[src/rtl/tmprof_pkg.sv]
// ============================================================================
// Trapezoidal motion profile package
// Shared widths, command and register codes, and the sequencer state type.
// ============================================================================
package tmprof_pkg;

   // Field widths fixed by the interface
   localparam int CMD_BITS       = 2;
   localparam int ACCEL_BITS     = 32;
   localparam int SPEED_BITS     = 40;
   localparam int TOL_BITS       = 16;
   localparam int VEL_BITS       = 41;
   localparam int VMAG_BITS      = 40;
   localparam int CSR_INDEX_BITS = 2;
   localparam int CSR_DATA_BITS  = 40;

   // Arrival tolerance resets to one micro-unit, rounded up
   localparam longint unsigned TOL_SCALE = 64'd1000000;

   // Input command codes
   localparam logic [CMD_BITS-1:0] CMD_TICK   = 2'd0;
   localparam logic [CMD_BITS-1:0] CMD_TARGET = 2'd1;
   localparam logic [CMD_BITS-1:0] CMD_LOAD   = 2'd2;

   // Configuration register indexes
   localparam logic [CSR_INDEX_BITS-1:0] CSR_ACCEL = 2'd0;
   localparam logic [CSR_INDEX_BITS-1:0] CSR_SPEED = 2'd1;
   localparam logic [CSR_INDEX_BITS-1:0] CSR_TOL   = 2'd2;

   // Tick sequencer states
   typedef enum logic [2:0] {
      ST_IDLE,
      ST_PREP,
      ST_MUL,
      ST_CMP,
      ST_SQRT,
      ST_VEL,
      ST_POS,
      ST_EMIT
   } state_type;

endpackage

[src/rtl/tmprof_mul.sv]
// ============================================================================
// Bit-serial multiplier
// Unsigned shift-add multiplier that retires one multiplier bit per cycle,
// least significant bit first, with an adder as wide as the multiplicand.
// ============================================================================
module tmprof_mul #(
   parameter int MCAND_BITS = 32,
   parameter int STEPS      = 56
) (
   input  logic                        clock,
   input  logic                        reset,
   input  logic                        start,
   input  logic [MCAND_BITS-1:0]       mcand,
   input  logic [STEPS-1:0]            mplier,
   output logic [MCAND_BITS+STEPS-1:0] product,
   output logic                        busy
);

   localparam int CNT_BITS = $clog2(STEPS + 1);

   logic [MCAND_BITS+STEPS-1:0] acc_ff, acc_in;
   logic [MCAND_BITS-1:0]       mcand_ff;
   logic [STEPS-1:0]            mplier_ff, mplier_in;
   logic [CNT_BITS-1:0]         count_ff, count_in;
   logic                        busy_ff, busy_in;
   logic [MCAND_BITS:0]         partial;

   // One shift-add step: add the multiplicand into the top of the
   // accumulator when the current multiplier bit is set, then shift right.
   always_comb begin
      partial   = {1'b0, acc_ff[MCAND_BITS+STEPS-1 -: MCAND_BITS]} +
                  {1'b0, (mplier_ff[0] ? mcand_ff : '0)};
      acc_in    = acc_ff;
      mplier_in = mplier_ff;
      count_in  = count_ff;
      busy_in   = busy_ff;
      if (start) begin
         acc_in    = '0;
         mplier_in = mplier;
         count_in  = CNT_BITS'(STEPS);
         busy_in   = 1'b1;
      end else if (busy_ff) begin
         acc_in    = {partial, acc_ff[STEPS-1:1]};
         mplier_in = mplier_ff >> 1;
         count_in  = count_ff - CNT_BITS'(1);
         busy_in   = (count_ff != CNT_BITS'(1));
      end
   end

   // Control state
   always_ff @(posedge clock) begin
      if (reset) begin
         busy_ff  <= 1'b0;
         count_ff <= '0;
      end else begin
         busy_ff  <= busy_in;
         count_ff <= count_in;
      end
   end

   // Datapath registers
   always_ff @(posedge clock) begin
      acc_ff    <= acc_in;
      mplier_ff <= mplier_in;
      if (start) begin
         mcand_ff <= mcand;
      end
   end

   assign product = acc_ff;
   assign busy    = busy_ff;

endmodule

[src/rtl/tmprof_sqrt.sv]
// ============================================================================
// Digit-serial square root
// Restoring integer square root that brings in two radicand bits and
// settles one root bit per cycle.
// ============================================================================
module tmprof_sqrt #(
   parameter int ROOT_BITS = 40
) (
   input  logic                     clock,
   input  logic                     reset,
   input  logic                     start,
   input  logic [2*ROOT_BITS-1:0]   radicand,
   output logic [ROOT_BITS-1:0]     root,
   output logic                     busy
);

   localparam int CNT_BITS = $clog2(ROOT_BITS + 1);
   localparam int REM_BITS = ROOT_BITS + 2;

   logic [2*ROOT_BITS-1:0] rad_ff, rad_in;
   logic [REM_BITS-1:0]    rem_ff, rem_in;
   logic [ROOT_BITS-1:0]   root_ff, root_in;
   logic [CNT_BITS-1:0]    count_ff, count_in;
   logic                   busy_ff, busy_in;
   logic [REM_BITS+1:0]    rem_shift;
   logic [REM_BITS+1:0]    trial;
   logic [REM_BITS+1:0]    diff;

   // One root bit per step: shift the next radicand pair into the
   // remainder and subtract the trial value 4*root+1 when it fits.
   always_comb begin
      rem_shift = {rem_ff, rad_ff[2*ROOT_BITS-1 -: 2]};
      trial     = {2'b00, root_ff, 2'b01};
      diff      = rem_shift - trial;
      rad_in    = rad_ff;
      rem_in    = rem_ff;
      root_in   = root_ff;
      count_in  = count_ff;
      busy_in   = busy_ff;
      if (start) begin
         rad_in   = radicand;
         rem_in   = '0;
         root_in  = '0;
         count_in = CNT_BITS'(ROOT_BITS);
         busy_in  = 1'b1;
      end else if (busy_ff) begin
         rad_in   = rad_ff << 2;
         count_in = count_ff - CNT_BITS'(1);
         busy_in  = (count_ff != CNT_BITS'(1));
         if (rem_shift >= trial) begin
            rem_in  = diff[REM_BITS-1:0];
            root_in = {root_ff[ROOT_BITS-2:0], 1'b1};
         end else begin
            rem_in  = rem_shift[REM_BITS-1:0];
            root_in = {root_ff[ROOT_BITS-2:0], 1'b0};
         end
      end
   end

   // Control state
   always_ff @(posedge clock) begin
      if (reset) begin
         busy_ff  <= 1'b0;
         count_ff <= '0;
      end else begin
         busy_ff  <= busy_in;
         count_ff <= count_in;
      end
   end

   // Datapath registers
   always_ff @(posedge clock) begin
      rad_ff  <= rad_in;
      rem_ff  <= rem_in;
      root_ff <= root_in;
   end

   assign root = root_ff;
   assign busy = busy_ff;

endmodule

[src/rtl/trapezoidal_motion_profile_top.sv]
// ============================================================================
// Trapezoidal motion profile generator
// One-axis trapezoidal velocity profile with serial arithmetic units.
// ============================================================================
// Usage:
// The request channel (req_valid/req_ready) takes one command transaction:
// a servo tick, a new target, or a position load. Every transaction yields
// exactly one response transaction (rsp_valid/rsp_ready) carrying position,
// velocity and the done flag after that command.
// Non-tick commands and ticks while done go straight to the emit state,
// which loads the response register. A motion tick runs two bit-serial multiplies
// in parallel (max(POSITION_BITS, 40) steps, 56 by default), a compare, an optional
// 40-step square root, then the velocity update, the position update and the
// response load; the sequencer then returns to idle for the next command.
// The serial multipliers and square root dominate the time of a tick. One command is
// in work at a time; req_ready is high whenever the sequencer is idle,
// also while an earlier response waits in the output register.
// A stalled receiver holds the response register; a finished command then
// waits until the register frees before the block goes idle again.
// Reset clears position, target and velocity, sets done, clears the
// acceleration and speed limits and restores the default tolerance.
// Configuration writes through csr_we/csr_index/csr_wdata while idle.
// ============================================================================
module trapezoidal_motion_profile_top #(
   parameter int FRACTION_BITS = 24,
   parameter int POSITION_BITS = 56
) (
   input  logic                                     clock,
   input  logic                                     reset,
   input  logic                                     req_valid,
   output logic                                     req_ready,
   input  logic [tmprof_pkg::CMD_BITS-1:0]          req_command,
   input  logic signed [POSITION_BITS-1:0]          req_value,
   output logic                                     rsp_valid,
   input  logic                                     rsp_ready,
   output logic signed [POSITION_BITS-1:0]          rsp_position,
   output logic signed [tmprof_pkg::VEL_BITS-1:0]   rsp_velocity,
   output logic                                     rsp_done_res,
   input  logic                                     csr_we,
   input  logic [tmprof_pkg::CSR_INDEX_BITS-1:0]    csr_index,
   input  logic [tmprof_pkg::CSR_DATA_BITS-1:0]     csr_wdata
);

   import tmprof_pkg::*;

   localparam int MUL_STEPS = (POSITION_BITS > VMAG_BITS) ? POSITION_BITS : VMAG_BITS;
   localparam int CMP_BITS  = VMAG_BITS + MUL_STEPS;
   localparam int SUM_BITS  = ((POSITION_BITS > VEL_BITS) ? POSITION_BITS : VEL_BITS) + 1;
   localparam int VX_BITS   = VEL_BITS + 2;
   localparam logic [63:0] TOL_RESET_WIDE =
      ((64'd1 << FRACTION_BITS) + (TOL_SCALE - 64'd1)) / TOL_SCALE;
   localparam logic [TOL_BITS-1:0] TOL_RESET = TOL_RESET_WIDE[TOL_BITS-1:0];
   localparam logic signed [POSITION_BITS-1:0] POS_MAX_P = {1'b0, {(POSITION_BITS-1){1'b1}}};
   localparam logic signed [POSITION_BITS-1:0] POS_MIN_P = {1'b1, {(POSITION_BITS-1){1'b0}}};

   // Configuration registers
   logic [ACCEL_BITS-1:0] accel_ff;
   logic [SPEED_BITS-1:0] speed_ff;
   logic [TOL_BITS-1:0]   tol_ff;

   // Axis state and per-tick working registers
   state_type                       state_ff, state_in;
   logic signed [POSITION_BITS-1:0] position_ff, position_in;
   logic signed [POSITION_BITS-1:0] target_ff, target_in;
   logic signed [VEL_BITS-1:0]      velocity_ff, velocity_in;
   logic                            done_ff, done_in;
   logic [POSITION_BITS-1:0]        dist_ff, dist_in;
   logic                            fwd_ff, fwd_in;
   logic [VMAG_BITS-1:0]            desired_ff, desired_in;

   // Response register
   logic                            rsp_valid_ff, rsp_valid_in;
   logic signed [POSITION_BITS-1:0] rsp_position_ff;
   logic signed [VEL_BITS-1:0]      rsp_velocity_ff;
   logic                            rsp_done_ff;
   logic                            rsp_load;

   // Arithmetic unit connections
   logic                              mul_start;
   logic                              sqrt_start;
   logic [ACCEL_BITS+MUL_STEPS-1:0]   prod_a;
   logic [VMAG_BITS+MUL_STEPS-1:0]    prod_v;
   logic                              mul_a_busy;
   logic                              mul_v_busy;
   logic [VMAG_BITS-1:0]              sqrt_root;
   logic                              sqrt_busy;
   logic [CMP_BITS-1:0]               brake_term;

   // Distance and direction
   logic signed [POSITION_BITS:0]   diff_tp, diff_pt;
   logic                            fwd_c;
   logic [POSITION_BITS-1:0]        dist_c;
   logic signed [VEL_BITS-1:0]      vel_neg;
   logic [VMAG_BITS-1:0]            vmag_c;

   // Velocity update
   logic signed [VX_BITS-1:0]       vel_x, accel_x, mag_x, desired_x;
   logic signed [VX_BITS-1:0]       vel_up, vel_dn, vel_pick, vmax_x;
   logic signed [VEL_BITS-1:0]      vel_next_c;

   // Position update
   logic signed [SUM_BITS-1:0]      pos_x, vsum_x, sum_x, pmax_x, pmin_x;
   logic signed [POSITION_BITS-1:0] pos_next_c;

   // Configuration write decode
   always_ff @(posedge clock) begin
      if (reset) begin
         accel_ff <= '0;
         speed_ff <= '0;
         tol_ff   <= TOL_RESET;
      end else if (csr_we) begin
         unique case (csr_index)
            CSR_ACCEL: accel_ff <= csr_wdata[ACCEL_BITS-1:0];
            CSR_SPEED: speed_ff <= csr_wdata[SPEED_BITS-1:0];
            CSR_TOL:   tol_ff   <= csr_wdata[TOL_BITS-1:0];
            default: ;
         endcase
      end
   end

   // Distance to target, direction and speed magnitude at the start of a tick
   always_comb begin
      diff_tp = {target_ff[POSITION_BITS-1], target_ff} -
                {position_ff[POSITION_BITS-1], position_ff};
      diff_pt = {position_ff[POSITION_BITS-1], position_ff} -
                {target_ff[POSITION_BITS-1], target_ff};
      fwd_c   = !diff_tp[POSITION_BITS] && (diff_tp != '0);
      dist_c  = fwd_c ? diff_tp[POSITION_BITS-1:0] : diff_pt[POSITION_BITS-1:0];
      vel_neg = -velocity_ff;
      vmag_c  = velocity_ff[VEL_BITS-1] ? vel_neg[VMAG_BITS-1:0]
                                        : velocity_ff[VMAG_BITS-1:0];
   end

   // Serial products a*|d| and v*v
   tmprof_mul #(
      .MCAND_BITS(ACCEL_BITS),
      .STEPS     (MUL_STEPS)
   ) u_mul_accel (
      .clock  (clock),
      .reset  (reset),
      .start  (mul_start),
      .mcand  (accel_ff),
      .mplier (MUL_STEPS'(dist_c)),
      .product(prod_a),
      .busy   (mul_a_busy)
   );

   tmprof_mul #(
      .MCAND_BITS(VMAG_BITS),
      .STEPS     (MUL_STEPS)
   ) u_mul_speed (
      .clock  (clock),
      .reset  (reset),
      .start  (mul_start),
      .mcand  (vmag_c),
      .mplier (MUL_STEPS'(vmag_c)),
      .product(prod_v),
      .busy   (mul_v_busy)
   );

   // The braking term 2*a*|d|; when it does not exceed v*v it is below 2^80
   assign brake_term = CMP_BITS'({prod_a, 1'b0});

   tmprof_sqrt #(
      .ROOT_BITS(VMAG_BITS)
   ) u_sqrt (
      .clock   (clock),
      .reset   (reset),
      .start   (sqrt_start),
      .radicand(brake_term[2*VMAG_BITS-1:0]),
      .root    (sqrt_root),
      .busy    (sqrt_busy)
   );

   // Velocity steps toward the desired value by at most the acceleration, clamped to +-(2^40-1)
   always_comb begin
      vel_x     = {{(VX_BITS-VEL_BITS){velocity_ff[VEL_BITS-1]}}, velocity_ff};
      accel_x   = {{(VX_BITS-ACCEL_BITS){1'b0}}, accel_ff};
      mag_x     = {{(VX_BITS-VMAG_BITS){1'b0}}, desired_ff};
      desired_x = fwd_ff ? mag_x : -mag_x;
      vmax_x    = {{(VX_BITS-VMAG_BITS){1'b0}}, {VMAG_BITS{1'b1}}};
      vel_up    = vel_x + accel_x;
      vel_dn    = vel_x - accel_x;
      if (desired_x > vel_up) begin
         vel_pick = vel_up;
      end else if (desired_x < vel_dn) begin
         vel_pick = vel_dn;
      end else begin
         vel_pick = desired_x;
      end
      if (vel_pick > vmax_x) begin
         vel_pick = vmax_x;
      end else if (vel_pick < -vmax_x) begin
         vel_pick = -vmax_x;
      end
      vel_next_c = vel_pick[VEL_BITS-1:0];
   end

   // Position adds velocity and saturates to the signed position range
   always_comb begin
      pos_x  = {{(SUM_BITS-POSITION_BITS){position_ff[POSITION_BITS-1]}}, position_ff};
      vsum_x = {{(SUM_BITS-VEL_BITS){velocity_ff[VEL_BITS-1]}}, velocity_ff};
      pmax_x = {{(SUM_BITS-POSITION_BITS){1'b0}}, POS_MAX_P};
      pmin_x = {{(SUM_BITS-POSITION_BITS){1'b1}}, POS_MIN_P};
      sum_x  = pos_x + vsum_x;
      if (sum_x > pmax_x) begin
         pos_next_c = POS_MAX_P;
      end else if (sum_x < pmin_x) begin
         pos_next_c = POS_MIN_P;
      end else begin
         pos_next_c = sum_x[POSITION_BITS-1:0];
      end
   end

   // Command sequencer: next state and axis state updates
   always_comb begin
      state_in    = state_ff;
      position_in = position_ff;
      target_in   = target_ff;
      velocity_in = velocity_ff;
      done_in     = done_ff;
      dist_in     = dist_ff;
      fwd_in      = fwd_ff;
      desired_in  = desired_ff;
      mul_start   = 1'b0;
      sqrt_start  = 1'b0;
      rsp_load    = 1'b0;
      unique case (state_ff)
         ST_IDLE: begin
            if (req_valid) begin
               state_in = ST_EMIT;
               case (req_command)
                  CMD_TICK: begin
                     if (!done_ff) begin
                        state_in = ST_PREP;
                     end
                  end
                  CMD_TARGET: begin
                     target_in = req_value;
                     done_in   = 1'b0;
                  end
                  CMD_LOAD: begin
                     position_in = req_value;
                     target_in   = req_value;
                     velocity_in = '0;
                     done_in     = 1'b1;
                  end
                  default: ;
               endcase
            end
         end
         ST_PREP: begin
            fwd_in    = fwd_c;
            dist_in   = dist_c;
            mul_start = 1'b1;
            state_in  = ST_MUL;
         end
         ST_MUL: begin
            if (!mul_a_busy && !mul_v_busy) begin
               state_in = ST_CMP;
            end
         end
         ST_CMP: begin
            // Within braking distance: follow the square-root curve
            if (brake_term <= prod_v) begin
               sqrt_start = 1'b1;
               state_in   = ST_SQRT;
            end else begin
               desired_in = speed_ff;
               state_in   = ST_VEL;
            end
         end
         ST_SQRT: begin
            if (!sqrt_busy) begin
               desired_in = sqrt_root;
               state_in   = ST_VEL;
            end
         end
         ST_VEL: begin
            velocity_in = vel_next_c;
            state_in    = ST_POS;
         end
         ST_POS: begin
            // Close enough at the start of the tick: snap to target and stop
            if (dist_ff < POSITION_BITS'(tol_ff)) begin
               position_in = target_ff;
               velocity_in = '0;
               done_in     = 1'b1;
            end else begin
               position_in = pos_next_c;
            end
            state_in = ST_EMIT;
         end
         ST_EMIT: begin
            if (!rsp_valid_ff || rsp_ready) begin
               rsp_load = 1'b1;
               state_in = ST_IDLE;
            end
         end
         default: begin
            state_in = ST_IDLE;
         end
      endcase
   end

   // Sequencer and axis state registers
   always_ff @(posedge clock) begin
      if (reset) begin
         state_ff    <= ST_IDLE;
         position_ff <= '0;
         target_ff   <= '0;
         velocity_ff <= '0;
         done_ff     <= 1'b1;
      end else begin
         state_ff    <= state_in;
         position_ff <= position_in;
         target_ff   <= target_in;
         velocity_ff <= velocity_in;
         done_ff     <= done_in;
      end
   end

   // Per-tick working registers
   always_ff @(posedge clock) begin
      dist_ff    <= dist_in;
      fwd_ff     <= fwd_in;
      desired_ff <= desired_in;
   end

   // Response valid: set on load, cleared when the transaction is taken
   always_comb begin
      if (rsp_load) begin
         rsp_valid_in = 1'b1;
      end else if (rsp_ready) begin
         rsp_valid_in = 1'b0;
      end else begin
         rsp_valid_in = rsp_valid_ff;
      end
   end

   always_ff @(posedge clock) begin
      if (reset) begin
         rsp_valid_ff <= 1'b0;
      end else begin
         rsp_valid_ff <= rsp_valid_in;
      end
   end

   // Response payload
   always_ff @(posedge clock) begin
      if (rsp_load) begin
         rsp_position_ff <= position_ff;
         rsp_velocity_ff <= velocity_ff;
         rsp_done_ff     <= done_ff;
      end
   end

   assign req_ready    = (state_ff == ST_IDLE);
   assign rsp_valid    = rsp_valid_ff;
   assign rsp_position = rsp_position_ff;
   assign rsp_velocity = rsp_velocity_ff;
   assign rsp_done_res = rsp_done_ff;

endmodule

[config.mk]
export PLATFORM = sky130hd
export DESIGN_NAME = trapezoidal_motion_profile_top
export DESIGN_NICKNAME = d
export VERILOG_FILES = /design/src/rtl/tmprof_pkg.sv /design/src/rtl/tmprof_mul.sv /design/src/rtl/tmprof_sqrt.sv /design/src/rtl/trapezoidal_motion_profile_top.sv
export SDC_FILE = /design/constraint.sdc
export NUM_CORES = 2
export LEC_CHECK = 0
export BUFFER_PORTS_ARGS = -buffer_cell sky130_fd_sc_hd__buf_2
export CAP_MARGIN = 20
export CORE_AREA = 2 2 329 331
export DETAILED_ROUTE_END_ITERATION = 8
export DIE_AREA = 0 0 331 333
export GPL_ROUTABILITY_DRIVEN = 0
export GPL_TIMING_DRIVEN = 1
export PLACE_DENSITY = 0.79
export SETUP_SLACK_MARGIN = 0.5
export SYNTH_ARGS = -nofsm -noshare
export SYNTH_HDL_FRONTEND = slang
export SYNTH_SLANG_ARGS = --single-unit
[constraint.sdc]
create_clock -name clock -period 7.51 [get_ports clock]
set_input_delay 0.751 -clock clock [delete_from_list [all_inputs] [get_ports clock]]
set_output_delay 0.751 -clock clock [all_outputs]
set_load 0.05 [all_outputs]
[Yosys cells after proc, flatten, opt, wreduce, memory -nomap -nowiden]
Cells that the tools add are included.
Storage, ports and cells
  ROM bits: 0
  memories kept: 0
  output and inout port bits: 100
  register bits after elaboration: 975
  latch bits: 0
  RAM bits: 0
Operators by class
  mux-type cells: 61
  $lt $le $gt $ge: 9
  multiply operators: 0
  eq/ne operators: 22
  divide/modulo/power cells: 0
  shift operators: 0
  reduce and logical (&&, ||, !) cells: 30
  $add $sub $neg: 13
  bitwise logic cells: 0
Operators with widths (number)
  $mux W56: 8
  $mux W40: 6
  $mux W41: 5
  $mux W80: 2
  $mux W43: 3
  $pmux W41 S3: 1
  $pmux W56 S2: 1
  $le A89 B96 Y1: 1
  $pmux W40 S2: 1
  $add A56 B41 Y57: 1
  $gt A57 B56 Y1 const B: 1
  $lt A57 B56 Y1 const B: 1
  $reduce_bool A57 Y1: 1
  $sub A56 B56 Y57: 1
  $lt A56 B16 Y1: 1
  $sub A56 B56 Y56: 1
  $ge A44 B42 Y1: 1
  $gt A43 B41 Y1 const B: 1
  $gt A43 B42 Y1: 1
  $lt A43 B41 Y1 const B: 1
  $lt A43 B42 Y1: 1
  $neg A40 Y43: 1
  $add A41 B33 Y42: 1
  $mux W42: 1
  other kinds (32): 92

[Logic depth before layout (Yosys ltp)]
  word-level depth: 9
  depth in mapped cells: 32
  mapped depth without buffers: 29

[By module]
A second synthesis with hierarchy kept.
Second synthesis, totals
  cell total of the unflattened synthesis: 7320
  area total of the unflattened synthesis: 65738.0 um^2
By module, submodules not included
  trapezoidal_motion_profile_top: sequential area each 10780.3 um^2, cells an instance 4707, instances 1, area an instance 37818.8 um^2
  tmprof_sqrt: sequential area each 4184.0 um^2, cells an instance 958, instances 1, area an instance 9670.5 um^2
  tmprof_mul at u_mul_speed: sequential area each 4944.7 um^2, cells an instance 882, instances 1, area an instance 9587.9 um^2
  tmprof_mul at u_mul_accel: sequential area each 4544.4 um^2, cells an instance 773, instances 1, area an instance 8660.8 um^2

[Least setup slack after synthesis]
Ideal clock, no wire load.
  path type: register to register
  start: reg velocity_ff[10]
  end: reg velocity_ff[30]
  stages on the path, launching flop included: 31
  buffers on the path: 3
  period minus slack after synthesis: 6.382 ns
  arrival time: 6.260 ns
  setup time: 0.122 ns
  data required time: 7.388 ns
  path slack: 1.128 ns
  path through: dfxtp_1 -> ha_1 -> buf_2 -> nor4_1 -> o21ai_1 -> a31oi_1 -> a311oi_2 -> o21ai_0 -> a21oi_1 -> o41ai_1 -> a21oi_1 -> nor2_1 -> nor2_1 -> xnor2_1 -> ha_1 -> and4_1 -> nand2_1 -> nor3_1 -> a221oi_1 -> o31ai_1 -> o21ai_0 -> o211ai_1 -> maj3_1 -> a21o_1 -> a221oi_4 -> nor3_1 -> or2_1 -> o211a_1 -> buf_2 -> buf_2 -> a221o_1
Between the ends
  longest elaborated chain between the ends: 8
  elaborated cells on any way between the ends: 11
  classes of those cells: add/sub (2); order compare (4); mux (5)
Ends and longest elaborated chain
  start, declared: line trapezoidal_motion_profile_top.sv:65  | logic signed [VEL_BITS-1:0] velocity_ff, velocity_in;
  start signal, assigned: line trapezoidal_motion_profile_top.sv:318  | velocity_ff <= velocity_in;
  $sub A41 B33 Y42: line trapezoidal_motion_profile_top.sv:183  | vel_dn = vel_x - accel_x;
  $lt A43 B42 Y1: line trapezoidal_motion_profile_top.sv:186  | end else if (desired_x < vel_dn) begin
  $mux W43: line trapezoidal_motion_profile_top.sv:186
  $mux W43 *: line trapezoidal_motion_profile_top.sv:184  | if (desired_x > vel_up) begin
  $lt A43 B41 Y1: line trapezoidal_motion_profile_top.sv:193  | end else if (vel_pick < -vmax_x) begin
  $mux W41: line trapezoidal_motion_profile_top.sv:193
  $mux W41 *: line trapezoidal_motion_profile_top.sv:191  | if (vel_pick > vmax_x) begin
  $pmux W41 S3 *: line trapezoidal_motion_profile_top.sv:228  | unique case (state_ff)
Every way passes the cells marked *; elsewhere a longest branch is shown, timed or not.
A chain may end at the register's enable or synchronous reset.

[Worst setup path after layout]
  start: reg velocity_ff[0]
  end: reg velocity_ff[11]
Same word-level chain as after synthesis.

==> impl_results.md <==
- Final Max Slew Viols: 0
- Post-synth EDFFs: 442
- Initial Utilization: 59.6%
- CTS sink cnt: 975
- Fraction of registers with async set/reset: 0%
- Layout cells sized above 1: roughly a tenth
- Hold_buf cts: 0
- Vias per cell: roughly 6.4
- Worst R2R Start: velocity_ff[0]$_SDFFE_PP0P_
- Num rows: 120
- Crit end category: flop
- Status: complete, no violations
- Area share of the largest cell type after synthesis: between 20% and 30%
- CP Launch Point: velocity_ff[0]$_SDFFE_PP0P_
- Initial antenna violation count: 15
- DR vias: 56.0k
- Setup CP Type: flop to flop
- Mapped Avg Cell Area: between 8 and 9 um^2
- Worst Path Arrival: roughly 7.6 ns
- Core area: 107,000 um^2
- Synth Cell Area: 63,500 um^2
- Slew HR: a little over a quarter
- Top cells by count, synth: 749 x nand2_1, 675 x a21oi_1, 657 x nor2_1, 538 x ha_1, 533 x dfxtp_1
- Latest clock arrival within the worst-skew pair: 0.73 ns
- Post-DP HPWL: 140 mm
- Register area share after synthesis: 37.7%
- Yosys cell types: 96
- Crit start category: flop
- CTS buffer count: slightly above 100
- Req. time, crit path: between 8 and 9 ns
- Iter 0 DRT Violations: between 6k and 7k
- Final Hold Viols: 0
- Worst-path fanout max: 39
- Longest Clk Path Bufs: 3
- Largest net degree at the start of global routing: between 100 and 150
- Die width: around 330 um
- Gr ovfl total: 0
- Yosys reg bits: 975
- Die ar.: between 100,000 and 150,000 um^2
- Placed cell areas: between 60,000 and 70,000 um^2
- Wire length of the first global-routing pass: slightly below 300 mm
- WL final: 191 mm
- # setup viols final: 0
- Layout fillers: around 8.4k
- Area contributors post-synth: edfxtp_1 21%, dfxtp_1 17%, ha_1 11%
- Clk_skew: 0.0356 ns
- Post-DR wirelength/cell: roughly 22 um
- CTS clk-pin slew, worst paths: 0.07 ns
- H-tree levels: 3
- Synthesis-to-finish area growth: 9.85%
- Final #Nets: 7,838
- CTS tree: yes
- DRC Markers: 0
- Unrepaired setup endpoints after global routing: yes
- # IOs: roughly 200
- Yosys warning total: 0
- Most common cell in the netlist: nand2_1
- Period utilisation layout: around 90%
- Vert. Die Dim: between 300 and 400 um
- Post-route ant nets: 0
- Main synth FF type: dfxtp_1
- Hold_sp: csr_wdata[35]
- Final min period: approximately 6.9 ns
- DR pass1 iterations: 7
- Largest stage delay on the critical path: 0.42 ns
- Root buffer cell: clkbuf_16
- Post-route design area: approximately 70,000 um^2
- # Max-Cap Violations: 0
- Port-buffer cells: 204
- Yosys top cell by area: edfxtp_1
- Final TNS setup: 0 ns
- Max Freq: between 100 and 150 MHz
- Measured slew at the worst slew-check pin: between 1 and 1.5 ns
- HP Class: input port to flop
- Number of global-route vias before repair: approximately 52k
- Crit-path slowest cell: dfxtp_2
- Post-synthesis net count: 7,777
- All-Layer GR Usage: 33.5%
- Post-Synthesis Cells: ~7.1k
metrics by stage:
step	setup WS [ns]	instances	hold WS (ns)	util (%)
floorplan	1.13	7127	0.429	-
global placement	0.432	8476	0.439	61.8
detailed placement	0.262	8477	0.444	61.8
CTS	0.537	8677	0.247	65.3
global route	0.431	8686	0.275	65.5
finish	0.579	8692	0.266	65.5
layer usage:
layer / GRT usage [%] / wire [um]
met3: 7.54 / 22100
met2: 49.3 / 80500
met1: 45.0 / 75700
met5: 0 / 62
met4: 19.9 / 13100
cell usage in the layout, fill, tap and decap left out, types with 17 or more instances in the layout:
cell | synthesis | final
a21oi_1 | 675 | 669
o211ai_1 | 33 | 33
xnor2_1 | 281 | 278
dfxtp_1 | 533 | 528
a211oi_1 | 142 | 139
and3_1 | 89 | 88
nor4_1 | 49 | 49
nand2b_1 | 70 | 70
and2_1 | 97 | 97
nor2_1 | 657 | 654
or2_2 | 21 | 20
nor3_1 | 96 | 94
clkbuf_1 | 289 | 17
mux2i_1 | 289 | 289
o21ai_0 | 233 | 229
or3_1 | 43 | 42
edfxtp_1 | 442 | 442
ha_1 | 538 | 537
or4_1 | 17 | 17
nand2_1 | 749 | 747
inv_1 | 459 | 458
a221oi_1 | 58 | 58
nand4_1 | 92 | 92
clkbuf_16 | 0 | 107
o21bai_1 | 72 | 71
buf_4 | 6 | 97
a21o_1 | 189 | 189
and4_1 | 17 | 17
nand3_1 | 72 | 70
o31ai_1 | 31 | 27
a311oi_1 | 29 | 27
mux2_2 | 137 | 137
a31oi_1 | 48 | 47
clkinv_2 | 0 | 21
buf_2 | 24 | 203
nor2b_1 | 70 | 69
xor2_1 | 121 | 121
o21a_1 | 54 | 53
a221o_1 | 49 | 49
flip-flops by register name, summed over array words and instances, names as in the netlist, 41 cells and up:
register / cells
u_mul_speed.product: 96
u_mul_accel.product: 88
u_sqrt.rad_ff: 79
dist_ff: 56
position_ff: 56
rsp_position: 56
target_ff: 56
u_mul_accel.mplier_ff: 56
u_sqrt.rem_ff: 42
rsp_velocity: 41
velocity_ff: 41
critical path: cells and delay by family, from the launching register on:
kind                     cells  cell delay, ns
buffers and inverters        3            0.54
adder cells (fa/ha/maj)      4            1.32
XOR/XNOR                     1            0.31
flip-flops                   1            0.42
AO/OA/AOI/OAI               15            3.64
AND/OR/NAND/NOR              5            0.61
layout make-up:
class,count,area [um^2],share of cell area [%]
clock inverters,63,776,1.11
repair buffers,307,1870,2.68
inverters,462,1750,2.50
well taps,1403,1760,2.52
clock buffers,133,2870,4.11
multi-input cells,5339,36800,52.7
flip-flops and latches,975,24000,34.3
diodes,10,25.0,0.0359
timing repair:
item                                    4_1_cts  5_1_grt
endpoints found under the hold margin         0        0
resized for setup                             6       32
endpoints found under the setup margin       40       44
buffers inserted                              3        4
pin swaps                                     1        7
gates cloned                                  1        1
final timing paths:
| kind | endpoint | slack (ns) | depth (start not counted) |
|---|---|---|---|
| setup / recovery | velocity_ff[11]$_SDFFE_PP0P_ | 0.58 | 28 |
| hold / removal | speed_ff[35]$_SDFFE_PP0P_ | 0.27 | 3 |
| setup reg to reg | velocity_ff[11]$_SDFFE_PP0P_ | 0.58 | 28 |
| hold reg to reg | speed_ff[19]$_SDFFE_PP0P_ | 0.45 | 2 |
cell families after synthesis:
logic type               synth area share [%]
flip-flops                               37.7
buffers and inverters                    4.92
AO/OA/AOI/OAI                            18.0
multiplexers                             7.00
XOR/XNOR                                 5.57
adder cells (fa/ha/maj)                  10.8
AND/OR/NAND/NOR                          16.0
Power is left out: the tool's default activity adds up to more than one toggle a clock period on the data nets, which glitch-free logic cannot reach.
